**config.mk**
```make
export PLATFORM = sky130hd
export DESIGN_NAME = apng_pixel_blend_over
export DESIGN_NICKNAME = d
export VERILOG_FILES = /design/src/apngbo_pkg.sv /design/src/apng_pixel_blend_over.sv /design/src/apngbo_div_step.sv
export SDC_FILE = /design/constraint.sdc
export NUM_CORES = 2
export LEC_CHECK = 0
export BUFFER_PORTS_ARGS = -buffer_cell sky130_fd_sc_hd__buf_2
export CORE_MARGIN = 3
export CORE_UTILIZATION = 65
export DETAILED_ROUTE_END_ITERATION = 7
export HOLD_SLACK_MARGIN = 0.12
export PLACE_DENSITY = 0.82
export SYNTH_ARGS = -nofsm -noshare
export SYNTH_HDL_FRONTEND = slang
export SYNTH_SLANG_ARGS = --single-unit
```
**constraint.sdc**
```tcl
create_clock -name clock -period 125.8 [get_ports clock]
set_input_delay 0 -clock clock [delete_from_list [all_inputs] [get_ports clock]]
set_output_delay 0 -clock clock [all_outputs]
set_load 0.02 [all_outputs]
```
**src/apngbo_pkg.sv**
```systemverilog
// Shared constants and the pipeline type for the APNG over-blend pixel pipeline.
package apngbo_pkg;

   localparam int CH_COUNT  = 3;
   localparam int PIX_W     = 8;
   localparam int WEIGHT_W  = 16;
   localparam int ACC_W     = 24;
   localparam int DIV_STEPS = 8;

   localparam logic [PIX_W-1:0] FULL_ALPHA  = 8'd255;
   localparam logic [PIX_W-1:0] CLEAR_ALPHA = 8'd0;

   // al / 255 == (al * 32897) >> 23 for every al below 2^16
   localparam logic [16:0] DIV255_RECIP = 17'd32897;
   localparam int          DIV255_SHIFT = 23;

   localparam logic MODE_SOURCE = 1'b0;
   localparam logic MODE_OVER   = 1'b1;

   typedef struct packed {
      logic                                bypass;
      logic [CH_COUNT:0][PIX_W-1:0]        pix;
      logic [CH_COUNT-1:0][ACC_W-1:0]      acc;
      logic [WEIGHT_W-1:0]                 al;
      logic [PIX_W-1:0]                    alpha;
   } div_pipe_type;

endpackage

```
**src/apng_pixel_blend_over.sv**
```systemverilog
// Top level of the APNG pixel compositor: source copy or non-premultiplied over blend.
//
// Takes one source/destination pixel pair per cycle while req_stall is low and returns
// the composed pixel after one decode stage, one multiply stage, one sum stage, eight
// restoring-division stages (one quotient bit per stage for all three color
// channels in parallel) and an output register. The division chain sets the
// latency; throughput is one transaction per clock while the output is not stalled.
// The whole pipeline advances together whenever the output register is empty or being
// taken, so req_stall follows rsp_stall while the output holds a transaction.
// blend_mode is written through csr_wr_en/csr_wr_data and resets to source copy;
// change it only while no transaction is in flight.
module apng_pixel_blend_over
   import apngbo_pkg::*;
(
   input  logic             clock,
   input  logic             reset,
   input  logic             csr_wr_en,
   input  logic             csr_wr_data,
   input  logic             req_valid,
   output logic             req_stall,
   input  logic [PIX_W-1:0] req_src_ch0,
   input  logic [PIX_W-1:0] req_src_ch1,
   input  logic [PIX_W-1:0] req_src_ch2,
   input  logic [PIX_W-1:0] req_src_alpha,
   input  logic [PIX_W-1:0] req_dst_ch0,
   input  logic [PIX_W-1:0] req_dst_ch1,
   input  logic [PIX_W-1:0] req_dst_ch2,
   input  logic [PIX_W-1:0] req_dst_alpha,
   output logic             rsp_valid,
   input  logic             rsp_stall,
   output logic [PIX_W-1:0] rsp_out_ch0,
   output logic [PIX_W-1:0] rsp_out_ch1,
   output logic [PIX_W-1:0] rsp_out_ch2,
   output logic [PIX_W-1:0] rsp_out_alpha
);

   logic advance;
   logic blend_mode_ff;

   // stage 1: weights and bypass decision
   logic                              s1_valid_ff;
   logic                              s1_bypass_ff, s1_bypass_in;
   logic [CH_COUNT:0][PIX_W-1:0]      s1_pix_ff, s1_pix_in;
   logic [WEIGHT_W-1:0]               s1_u_ff, s1_u_in;
   logic [WEIGHT_W-1:0]               s1_v_ff, s1_v_in;
   logic [CH_COUNT-1:0][PIX_W-1:0]    s1_src_ff, s1_dst_ff;

   // stage 2: weighted products
   logic                              s2_valid_ff;
   logic                              s2_bypass_ff;
   logic [CH_COUNT:0][PIX_W-1:0]      s2_pix_ff;
   logic [CH_COUNT-1:0][ACC_W-1:0]    s2_p_ff, s2_p_in;
   logic [CH_COUNT-1:0][ACC_W-1:0]    s2_q_ff, s2_q_in;
   logic [WEIGHT_W-1:0]               s2_al_ff, s2_al_in;

   // stage 3 feeds the division chain
   div_pipe_type                      s3_data_in;
   logic [32:0]                       alpha_prod;
   logic                              div_valid [0:DIV_STEPS];
   div_pipe_type                      div_data  [0:DIV_STEPS];

   // output register
   logic                              rsp_valid_ff;
   logic [CH_COUNT:0][PIX_W-1:0]      rsp_pix_ff, rsp_pix_in;

   assign advance   = !rsp_valid_ff || !rsp_stall;
   assign req_stall = !advance;

   always_ff @(posedge clock) begin
      if (reset) begin
         blend_mode_ff <= MODE_SOURCE;
      end else if (csr_wr_en) begin
         blend_mode_ff <= csr_wr_data;
      end
   end

   always_comb begin
      logic src_copy;
      src_copy = (blend_mode_ff == MODE_SOURCE) || (req_src_alpha == FULL_ALPHA) ||
                 ((req_src_alpha != CLEAR_ALPHA) && (req_dst_alpha == CLEAR_ALPHA));
      s1_bypass_in = src_copy || (req_src_alpha == CLEAR_ALPHA);
      if (src_copy) begin
         s1_pix_in = {req_src_alpha, req_src_ch2, req_src_ch1, req_src_ch0};
      end else begin
         s1_pix_in = {req_dst_alpha, req_dst_ch2, req_dst_ch1, req_dst_ch0};
      end
      s1_u_in = {req_src_alpha, 8'd0} - {8'd0, req_src_alpha};
      s1_v_in = {8'd0, FULL_ALPHA - req_src_alpha} * {8'd0, req_dst_alpha};
   end

   always_ff @(posedge clock) begin
      if (reset) begin
         s1_valid_ff <= 1'b0;
         s2_valid_ff <= 1'b0;
      end else if (advance) begin
         s1_valid_ff <= req_valid;
         s2_valid_ff <= s1_valid_ff;
      end
   end

   always_ff @(posedge clock) begin
      if (advance) begin
         s1_bypass_ff <= s1_bypass_in;
         s1_pix_ff    <= s1_pix_in;
         s1_u_ff      <= s1_u_in;
         s1_v_ff      <= s1_v_in;
         s1_src_ff    <= {req_src_ch2, req_src_ch1, req_src_ch0};
         s1_dst_ff    <= {req_dst_ch2, req_dst_ch1, req_dst_ch0};
      end
   end

   always_comb begin
      logic [WEIGHT_W:0] al_sum;
      for (int i = 0; i < CH_COUNT; i++) begin
         s2_p_in[i] = {16'd0, s1_src_ff[i]} * {8'd0, s1_u_ff};
         s2_q_in[i] = {16'd0, s1_dst_ff[i]} * {8'd0, s1_v_ff};
      end
      // u + v never exceeds 255 * 255
      al_sum   = {1'b0, s1_u_ff} + {1'b0, s1_v_ff};
      s2_al_in = al_sum[WEIGHT_W-1:0];
   end

   always_ff @(posedge clock) begin
      if (advance) begin
         s2_bypass_ff <= s1_bypass_ff;
         s2_pix_ff    <= s1_pix_ff;
         s2_p_ff      <= s2_p_in;
         s2_q_ff      <= s2_q_in;
         s2_al_ff     <= s2_al_in;
      end
   end

   always_comb begin
      alpha_prod        = {17'd0, s2_al_ff} * {16'd0, DIV255_RECIP};
      s3_data_in.bypass = s2_bypass_ff;
      s3_data_in.pix    = s2_pix_ff;
      s3_data_in.al     = s2_al_ff;
      s3_data_in.alpha  = alpha_prod[DIV255_SHIFT+PIX_W-1:DIV255_SHIFT];
      // numerator stays below 256 * al, so the top bits start below the divisor
      for (int i = 0; i < CH_COUNT; i++) begin
         s3_data_in.acc[i] = s2_p_ff[i] + s2_q_ff[i];
      end
   end

   always_ff @(posedge clock) begin
      if (reset) begin
         div_valid[0] <= 1'b0;
      end else if (advance) begin
         div_valid[0] <= s2_valid_ff;
      end
   end

   always_ff @(posedge clock) begin
      if (advance) begin
         div_data[0] <= s3_data_in;
      end
   end

   for (genvar k = 0; k < DIV_STEPS; k++) begin : g_div
      apngbo_div_step u_step (
         .clock        (clock),
         .reset        (reset),
         .advance      (advance),
         .in_valid     (div_valid[k]),
         .in_data      (div_data[k]),
         .out_valid_ff (div_valid[k+1]),
         .out_data_ff  (div_data[k+1])
      );
   end

   always_comb begin
      if (div_data[DIV_STEPS].bypass) begin
         rsp_pix_in = div_data[DIV_STEPS].pix;
      end else begin
         rsp_pix_in = {div_data[DIV_STEPS].alpha,
                       div_data[DIV_STEPS].acc[2][PIX_W-1:0],
                       div_data[DIV_STEPS].acc[1][PIX_W-1:0],
                       div_data[DIV_STEPS].acc[0][PIX_W-1:0]};
      end
   end

   always_ff @(posedge clock) begin
      if (reset) begin
         rsp_valid_ff <= 1'b0;
      end else if (advance) begin
         rsp_valid_ff <= div_valid[DIV_STEPS];
      end
   end

   always_ff @(posedge clock) begin
      if (advance) begin
         rsp_pix_ff <= rsp_pix_in;
      end
   end

   assign rsp_valid     = rsp_valid_ff;
   assign rsp_out_ch0   = rsp_pix_ff[0];
   assign rsp_out_ch1   = rsp_pix_ff[1];
   assign rsp_out_ch2   = rsp_pix_ff[2];
   assign rsp_out_alpha = rsp_pix_ff[3];

endmodule

```
**src/apngbo_div_step.sv**
```systemverilog
// One restoring-division step: one quotient bit for each color channel, registered.
module apngbo_div_step
   import apngbo_pkg::*;
(
   input  logic         clock,
   input  logic         reset,
   input  logic         advance,
   input  logic         in_valid,
   input  div_pipe_type in_data,
   output logic         out_valid_ff,
   output div_pipe_type out_data_ff
);

   div_pipe_type out_data_in;
   logic         out_valid_in;

   always_comb begin
      logic [WEIGHT_W:0] trial;
      logic [WEIGHT_W:0] diff;
      logic              ge;
      out_data_in  = in_data;
      out_valid_in = in_valid;
      // acc holds {remainder, numerator low bits shifting out, quotient bits shifting in}
      for (int i = 0; i < CH_COUNT; i++) begin
         trial = {in_data.acc[i][ACC_W-1:PIX_W], in_data.acc[i][PIX_W-1]};
         ge    = (trial >= {1'b0, in_data.al});
         diff  = trial - {1'b0, in_data.al};
         out_data_in.acc[i] = ge ?
            {diff[WEIGHT_W-1:0], in_data.acc[i][PIX_W-2:0], 1'b1} :
            {trial[WEIGHT_W-1:0], in_data.acc[i][PIX_W-2:0], 1'b0};
      end
   end

   always_ff @(posedge clock) begin
      if (reset) begin
         out_valid_ff <= 1'b0;
      end else if (advance) begin
         out_valid_ff <= out_valid_in;
      end
   end

   always_ff @(posedge clock) begin
      if (advance) begin
         out_data_ff <= out_data_in;
      end
   end

endmodule

```
==> flow_summary.yaml <==
status:
  status: "finished clean"
floorplan:
  initial_core_util_pct: 65.69
  pin_count: 104
  core_um2: 146300
  die_x_um: 390.5
  rows: 140
  die_h_um: 390.5
  dieArea_um2: 152500
sta:
  fin_tns_setup_ns: 0
  rsz0062_at_grt: "no"
  slew_violations: 0
  tightest_slew_ns: 1.195
  period_minus_slack_ns: 5.750
  finClkSkew_ns: 0.09168
  setup_violations: 0
  hold_viol: 0
  slew_headroom_pct: 20.34
  fin_crit_sh_pct: 4.571
  max_freq_mhz: 173.9
clocking:
  post_cts_resized: 0
  htreeDepth: 4
  clock_latency_ns: 0.82
  cts.sinks: 1448
  cts_root_buf: "clkbuf_16"
  hold_buffers: 138
  path_clk_slew_ns: 0.07
  cts_tree: "built"
  numCtsBuffers: 151
  max-clock-path-buffers: 3
  post_cts_buffers: 0
global_route:
  antenna_found_initial: 9
  grt_pass1_wl_mm: 365.2
  grt_pass1_vias: 65300
  grt_overflow_total: 0
  grt_max_degree: 195
  grt_usage_pct: 31.19
final_layout:
  drive_gt1_share_pct: 6.995
  multi_input_area_um2: 48400
  fin_area_um2: 105400
  num-fill-cells: 9669
  nets: 9962
  ff_latch_area_um2: 43350
  syn2layout_area_growth_pct: 9.704
  finalNonFillerCells: 10540
routing:
  viasPerCell: 6.103
  wire_per_inst_um: 22.43
  drt_iter0_drc: 4818
  drtPass1Iterations: 6
  routed_wirelength_mm: 236.5
  postRouteAntennaNets: 0
  routed-via-count: 64340
  drcViolationCount: 0
synth:
  synthTopCellsByArea: "edfxtp_1 45%, fa_1 12%, ha_1 11%"
  ys_ff_latch: 1448
  netlist_area_um2: 96080
  synth-seq-area-share_pct: 45.12
  synthArstFlopShare_pct: 0
  netlist_instances: 8247
  synthMuxAreaShare_pct: 2.454
  avgSynthCellArea_um2: 11.65
  synth_top_family_by_area: "adder cells"
  synth_enable_flop_cells: 1435
  synth_compound_area_share_pct: 9.879
  synth_xor_area_share_pct: 3.592
  syn_nets: 9716
  ys.flop_type: "edfxtp_1"
  yosysTopAreaCellShare_pct: 44.85
  synth_fa_ha_area_share_pct: 22.63
  yosys.area_share.simple_pct: 11.73
  ys.warnings.count: 0
  synthDistinctLibCells: 87
  synth.largest_area_cell: "edfxtp_1"
placement:
  gp_congestion: 0.9511
  dp.cells: 10120
  io_buffers: 103
  hpwl_mm: 173.5
  placed_area_um2: 98670
worst_hold_path:
  hold_class: "input pin to flip-flop"
critical_path:
  criticalPathCategory: "flip-flop to flip-flop"
  end_kind: "flip-flop"
  cp-start-kind: "flip-flop"
  critPathBufInv: 3
  slowest_stage: "edfxtp_1"
  crit_path_cell_trace: "nand2_1 > fa_1 > fa_1 > inv_1 > fa_1 > inv_1 > fa_1 > inv_1 > ha_1 > o21ai_0 > a21oi_1 > o41ai_1 > o211a_1 > a21oi_1 > a41oi_1 > xnor2_1"
  critical_path.top_delay_family: "adder cells"
  cp.arrival_ns: 6.21
  crit_path_frequent_cell: "fa_1"
  cpPeakStageDelay_ns: 1.09
  cp.required_ns: 126.26
  cp_max_fo: 25
run:
  drv_cap: 0
layout make-up:
type,count,area share [%]
antenna,5,0.01187
clock buffer,174,3.695
clock inverter,106,1.364
inverter,962,3.426
multi-input combinational,5639,45.92
sequential,1448,41.13
tap,1917,2.276
timing repair buffer,291,2.180
metal layers:
metal	GRT usage (%)	share of wire, %	routed length (um)	vias up
met1	37.42	38	88780	31570
met5	0	0.019	44	-
met4	20.67	7.7	18280	8
li1	-	-	-	29490
met3	4.868	6.3	14900	805
met2	52.38	48	114500	2465
Yosys cell counts, drive strengths merged (18+ instances only):
cell and instances:
mux2 170, nand3 82, and2 666, a22o 19, or2 27, a21oi 383, nand4 66, o21bai 21
o21a 96, mux2i 39, nor2 363, nor2b 126, o31ai 79, o211ai 31, a211oi 51, a221oi 19
xnor2 285, ha 834, a21o 164, or3 33, nand2b 89, inv 962, o41ai 31, clkbuf 180
a31oi 72, xor2 109, o21ai 310, and3 29, a21boi 59, buf 18, edfxtp 1435, nor4 20
fa 565, nor3 141, nand2 491
per-stage QoR:
stage | util, % | worst slack, ns | hold WS [ns]
after global routing | 72.05 | 119.85 | 0.1547
after detailed placement | 67.46 | 120.29 | 0.1911
after floorplan | - | 84.19 | 0.06907
after global placement | 67.46 | 120.33 | 0.1876
after CTS | 72.05 | 120.23 | 0.1207
final | 72.06 | 120.05 | 0.1532
state kept, by name (all words and copies together), names as in the netlist, 8 cells and up:
name and flops:
s1_v_ff 16, s2_p_ff 72, rsp_out_alpha 8, g_div.u_step.out_data_ff 968
s1_src_ff 24, rsp_out_ch0 8, s1_pix_ff 32, s2_al_ff 16
s1_u_ff 16, s2_pix_ff 32, s2_q_ff 72, g_div.u_step.out_valid_ff 8
rsp_out_ch2 8, div_data 129, s1_dst_ff 24, rsp_out_ch1 8
cell usage in the layout, fill, tap and decap left out, drive strengths merged, types with 19 or more instances in the layout:
master       Yosys  layout
o21a            96      96
o211ai          31      31
a211oi          51      51
ha             834     834
nand3           82      82
dlygate4sd3      0     138
nor2           363     363
xnor2          285     285
nor3           141     141
a21o           164     164
bufinv           0      20
nor4            20      20
a21oi          383     383
clkbuf         180     174
buf             18     153
a22o            19      19
o41ai           31      31
nand4           66      66
mux2i           39      39
o31ai           79      79
mux2           170     170
or2             27      27
a31oi           72      72
nand2b          89      89
nand2          491     491
clkinv           0      65
inv            962     971
o21ai          310     310
edfxtp        1435    1435
xor2           109     109
or3             33      33
nor2b          126     126
and3            29      29
fa             565     565
a21boi          59      59
and2           666     666
a221oi          19      19
o21bai          21      21
kinds of logic (layout without fill, tap and decap cells):
| group | count (synthesis) | after routing |
|---|---|---|
| compound gates | 1463 | 1463 |
| xor+xnor | 394 | 394 |
| fa+ha+maj | 1399 | 1399 |
| buf+inv | 1160 | 1533 |
| flops | 1448 | 1448 |
| mux | 209 | 209 |
| other cells | 0 | 5 |
| simple gates | 2174 | 2174 |
worst register-to-register path, stage by stage (launching register included):
cell      delay [ns]
edfxtp_1        1.09
nand2_1         0.21
fa_1            0.55
fa_1            0.56
inv_1           0.05
fa_1            0.48
inv_1           0.05
fa_1            0.47
inv_1           0.04
ha_1            0.27
o21ai_0         0.11
a21oi_1         0.09
o41ai_1         0.57
o211a_1         0.31
a21oi_1         0.15
a41oi_1         0.30
xnor2_1         0.15
path summary, 6_finish.rpt:
path / depth (start not counted) / endpoint / from / slack [ns]
worst max-delay path: 16 / s2_p_ff[22] / s1_u_ff[4] / 120.05
worst min-delay path: 3 / s1_pix_ff[7] / req_dst_ch0[7] / 0.15
worst max register to register: 16 / s2_p_ff[22] / s1_u_ff[4] / 120.05
worst min register to register: 0 / div_data[1142] / s2_pix_ff[14] / 0.34
Power is left out: the tool's default activity adds up to more than one toggle a clock period on the data nets, which glitch-free logic cannot reach.
